===== config.mk =====
export PLATFORM = sky130hd
export DESIGN_NAME = rvx_ram
export DESIGN_NICKNAME = d
export VERILOG_FILES = /design/src/hdl/rv64i_instruction_execute_assert.svh /design/src/hdl/rvx_ram.sv
export SDC_FILE = /design/constraint.sdc
export NUM_CORES = 2
export LEC_CHECK = 0
export BUFFER_PORTS_ARGS = -buffer_cell sky130_fd_sc_hd__buf_2
export CORE_MARGIN = 2
export CORE_UTILIZATION = 35
export CTS_CLUSTER_SIZE = 20
export DETAILED_ROUTE_END_ITERATION = 8
export GPL_ROUTABILITY_DRIVEN = 0
export PLACE_DENSITY = 0.51
export RECOVER_POWER = 100
export SLEW_MARGIN = 20
export SYNTH_ARGS = -nofsm -noshare
export SYNTH_HDL_FRONTEND = slang
export SYNTH_SLANG_ARGS = --single-unit

===== constraint.sdc =====
create_clock -name clk -period 4.5 [get_ports clk]
set_input_delay 1.35 -clock clk [delete_from_list [all_inputs] [get_ports clk]]
set_output_delay 1.35 -clock clk [all_outputs]
set_load 0.1 [all_outputs]

===== src/hdl/rv64i_instruction_execute_assert.svh =====
`ifndef RV64I_INSTRUCTION_EXECUTE_ASSERT_SVH
`define RV64I_INSTRUCTION_EXECUTE_ASSERT_SVH
// implication checked every clock, off in reset
`define RVX_ASSERT_IMP(lbl, ante, cons, msg) \
  lbl: assert property (@(posedge clk) disable iff (!rst_n) (ante) |-> (cons)) else $error(msg);
// next-cycle implication
`define RVX_ASSERT_NXT(lbl, ante, cons, msg) \
  lbl: assert property (@(posedge clk) disable iff (!rst_n) (ante) |=> (cons)) else $error(msg);
`endif


===== src/hdl/rvx_ram.sv =====
module rvx_ram #(
  parameter int WIDTH = 8,
  parameter int DEPTH = 256
) (
  input  logic                     clk,
  input  logic                     we,
  input  logic [$clog2(DEPTH)-1:0] waddr,
  input  logic [WIDTH-1:0]         wdata,
  input  logic [$clog2(DEPTH)-1:0] raddr,
  output logic [WIDTH-1:0]         rdata
);
  logic [WIDTH-1:0] mem [DEPTH];
  always_ff @(posedge clk) begin
    if (we) mem[waddr] <= wdata;
    rdata <= mem[raddr];
  end
endmodule


==> flow_summary.ini <==
[clock_network]
clk_latency_ps = 840
cts-resized-gates = 0
max_buffers_root_to_sink = 3
clk_root_buffer_cell = sky130_fd_sc_hd__clkbuf_16
cts_sinks = 2056
hold_buffers = 0
clock_tree.htree_level_count = 4
numCtsBuffers = 207
clock_transition_time_at_the_flip_flop_clock_pins_of_the_worst_setup_and_hold_paths_ps = 60
tritoncts = yes
buffers_inserted_by_post_cts_timing_repair = 0

[layout]
drive_above_1_share = 0.225
final_net_count = 4191
area_occupied_by_multi_input_gates_sq_mm = 0.0165
fillerInstances = 20300
seqCellArea_sq_mm = 0.0617
area.growth.synth_to_final_pct = 14.9
design_area_sq_mm = 0.0914

[logic_synthesis]
synth.distinct_cells = 55
post_synth_instance_area_sq_mm = 0.0796
synth_flop_cell = sky130_fd_sc_hd__edfxtp_1
synth.ff_latch_count = 2056
avgSynthCellArea_sq_um = 21.3
synth_seq_area_share = 0.775
syn_inst = 3733
share_of_flip_flops_with_an_asynchronous_set_or_reset_after_synthesis = 0
synthesis.nets = 3759
synth_edf_count = 2048
yosysWarnings = 0

[route]
drc_errors = 0
drt_iter0_markers = 4049
ant_nets = 0
drt_pass1_iterations = 6
detail_route.vias_per_cell = 5.37
drt_wl_total_um = 214000
routed-via-count = 39500
wl_per_cell_um = 29.1

[power_and_ir_drop]
leakagePower_nw = 27.9
vdd_drop_max_v = 0.000357
total_power_per_unit_cell_area_mw_per_mm2 = 437

[timing]
final.hold.worst_slack_ps = 1120
rsz_0062_raised_after_global_routing = no
timing.final.crit_share = 0.924
period_minus_slack_ps = 4160
final-max-slew-violation-count = 1270
timing_hold_violations_final = 0
setup_clock_skew_after_layout_ps = 34.4
timing_worst_slew_pin_value_ps = 3180
setup_violations = 0
achievable-frequency_mhz = 241
worst_slew_margin_rel = -1.12

[critical_path]
crit_path_max_incr_delay_ps = 1740
critPathKind = in -> reg
critical-path-top-cell-by-count = sky130_fd_sc_hd__clkbuf_1
cell_family_with_the_largest_share_of_critical_path_delay = buffers and inverters
critPathSlowestCell = sky130_fd_sc_hd__clkbuf_1
cp.buffers_inverters = 2
timing.critical_path.to_type = register
timing.critical_path.arrival_ps = 4540
worst_setup_path_start_kind = input pin
crit_required_ps = 4890
worstPathMaxFanout = 13
critical_path.cell_chain = clkbuf_1 > nor2b_1 > nand3_2 > clkbuf_1 > nor2_1

[die]
die_w_um = 481
core_area_sq_mm = 0.227
number_of_top_level_pins = 34
die_area_sq_mm = 0.231
start_util = 0.351
fp-row-count = 175
chipHeight_um = 481

[global_route]
grt.total_usage = 0.183
grt_pass1_vias = 40100
grt_start_max_net_pins = 139
grt_first_pass_wirelength_um = 302000
overflow = 0
grt_antenna_before_repair = 19

[worst_hold_path]
worstHoldPathType = reg -> reg

[run_status]
violations = max-capacitance violations, max-slew violations
status = complete, but fails checks

[placed_design]
placed_area_sq_mm = 0.0860
port-buffer-count = 33
place_hpwl_um = 134000

[run]
cap_viol_max_count = 27
==> cell usage after synthesis, types with 3 or more instances <==
| master | count | area share |
|---|---|---|
| sky130_fd_sc_hd__nand2_1 | 33 | 0.0016 |
| sky130_fd_sc_hd__a22oi_1 | 133 | 0.013 |
| sky130_fd_sc_hd__o32ai_1 | 4 | 0.00044 |
| sky130_fd_sc_hd__a21oi_1 | 96 | 0.0060 |
| sky130_fd_sc_hd__buf_1 | 22 | 0.0010 |
| sky130_fd_sc_hd__o211ai_1 | 10 | 0.00094 |
| sky130_fd_sc_hd__buf_2 | 31 | 0.0020 |
| sky130_fd_sc_hd__or2_2 | 4 | 0.00031 |
| sky130_fd_sc_hd__nand2b_1 | 8 | 0.00063 |
| sky130_fd_sc_hd__nand4_1 | 10 | 0.00079 |
| sky130_fd_sc_hd__mux4_2 | 454 | 0.13 |
| sky130_fd_sc_hd__a211oi_1 | 16 | 0.0015 |
| sky130_fd_sc_hd__dfxtp_1 | 8 | 0.0020 |
| sky130_fd_sc_hd__nor2_1 | 282 | 0.013 |
| sky130_fd_sc_hd__buf_6 | 21 | 0.0030 |
| sky130_fd_sc_hd__mux2i_1 | 134 | 0.017 |
| sky130_fd_sc_hd__o22ai_1 | 28 | 0.0022 |
| sky130_fd_sc_hd__a221oi_1 | 13 | 0.0014 |
| sky130_fd_sc_hd__nor3_1 | 22 | 0.0014 |
| sky130_fd_sc_hd__nor4_1 | 24 | 0.0019 |
| sky130_fd_sc_hd__buf_12 | 8 | 0.0020 |
| sky130_fd_sc_hd__o221ai_1 | 46 | 0.0051 |
| sky130_fd_sc_hd__o21ai_0 | 10 | 0.00063 |
| sky130_fd_sc_hd__and2_1 | 6 | 0.00047 |
| sky130_fd_sc_hd__edfxtp_1 | 2048 | 0.77 |
| sky130_fd_sc_hd__buf_4 | 27 | 0.0025 |
| sky130_fd_sc_hd__clkbuf_1 | 111 | 0.0052 |
| sky130_fd_sc_hd__nand3_1 | 34 | 0.0021 |
| sky130_fd_sc_hd__nor2b_1 | 31 | 0.0024 |
| sky130_fd_sc_hd__nor4_2 | 3 | 0.00047 |
| sky130_fd_sc_hd__a22o_1 | 8 | 0.00088 |
| sky130_fd_sc_hd__buf_8 | 13 | 0.0025 |
| sky130_fd_sc_hd__o22a_1 | 5 | 0.00055 |
==> area by class of cell <==
| class | count | area share |
|---|---|---|
| flip-flops and latches | 2056 | 0.674 |
| multi-input cells | 1442 | 0.181 |
| clock buffers | 259 | 0.0600 |
| well taps | 3009 | 0.0412 |
| repair buffers | 456 | 0.0317 |
| clock inverters | 122 | 0.0115 |
| diodes | 8 | 0.000219 |
| inverters | 2 | 0.0000821 |
==> power breakdown <==
part / internal, mW / switching (mW)
sequential: 21.1 / 0.0341
combinational: 0.708 / 1.41
clock: 9.42 / 7.27
total: 31.3 / 8.72
==> layer usage <==
layer  GRT usage  wire length [um]  up-vias
li1            -                 -    16600
met1       0.258             92400    21400
met2       0.298            104000     1276
met3      0.0303             12700      280
met5           0                 0        -
met4      0.0432              4510        0
==> sequential cells by signal, summed over array words and instances (netlist names) <==
register  count
rdata         8
mem        2048
==> kinds of logic (layout without fill, tap and decap cells) <==
logic type      Yosys count  after routing  share of synthesized area
compound gates          385            385                     0.0342
buf+inv                 235            839                     0.0183
flops                  2056           2056                      0.775
mux                     591            591                      0.146
other cells               0              8                          0
simple gates            466            466                     0.0263
==> placed cells by master, fill, tap and decap left out, types with 7 or more instances in the layout <==
cell and n:
sky130_fd_sc_hd__diode_2 8, sky130_fd_sc_hd__clkinv_2 44, sky130_fd_sc_hd__dfxtp_1 8, sky130_fd_sc_hd__a221oi_1 13, sky130_fd_sc_hd__o221ai_1 46, sky130_fd_sc_hd__a21oi_1 96, sky130_fd_sc_hd__nor4_2 8, sky130_fd_sc_hd__o21ai_0 10
sky130_fd_sc_hd__nand2_1 33, sky130_fd_sc_hd__mux2i_1 134, sky130_fd_sc_hd__buf_12 37, sky130_fd_sc_hd__clkbuf_16 212, sky130_fd_sc_hd__buf_4 138, sky130_fd_sc_hd__clkbuf_2 14, sky130_fd_sc_hd__o211ai_1 10, sky130_fd_sc_hd__a22oi_1 133
sky130_fd_sc_hd__nor2_1 279, sky130_fd_sc_hd__bufinv_16 14, sky130_fd_sc_hd__nand2b_1 8, sky130_fd_sc_hd__clkinv_1 45, sky130_fd_sc_hd__nand4_1 10, sky130_fd_sc_hd__nand3_1 31, sky130_fd_sc_hd__buf_2 10, sky130_fd_sc_hd__clkinvlp_4 7
sky130_fd_sc_hd__a211oi_1 16, sky130_fd_sc_hd__o22ai_1 28, sky130_fd_sc_hd__edfxtp_1 2048, sky130_fd_sc_hd__nor4_1 19, sky130_fd_sc_hd__clkbuf_1 299, sky130_fd_sc_hd__mux4_2 454, sky130_fd_sc_hd__a22o_1 8, sky130_fd_sc_hd__nor2b_1 27
sky130_fd_sc_hd__nor3_1 22
==> worst min-delay path, delay by kind of cell, from the launching register on <==
kind / cells / cell delay (ps)
and+or+nand+nor: 2 / 180
buffers and inverters: 1 / 160
muxes: 1 / 230
DFF: 1 / 320
AOI/OAI and AO/OA: 2 / 200
==> stage by stage <==
stage / power, mW / worst slack (ps) / TNS, ps / instances / utilization
after global placement: 23.7 / -865 / -1670 / 6962 / 0.379
after CTS: 40.4 / 721 / 0 / 7346 / 0.408
after floorplan: 22.7 / 1210 / 0 / 3733 / -
after global routing: 41.2 / 275 / 0 / 7350 / 0.403
final: 40.0 / 344 / 0 / 7354 / 0.403
after detailed placement: 23.7 / -191 / -215 / 6965 / 0.379
==> path summary, 6_finish.rpt <==
check,slack [ps],startpoint,to,cells after the start
worst max-delay path,340,waddr[0],mem[114][5],5
worst min-delay path,1120,mem[23][0],rdata[0],6
worst max register to register,1650,mem[101][2],rdata[2],7
worst min register to register,1120,mem[23][0],rdata[0],6
(Power assumes the default switching activity.)
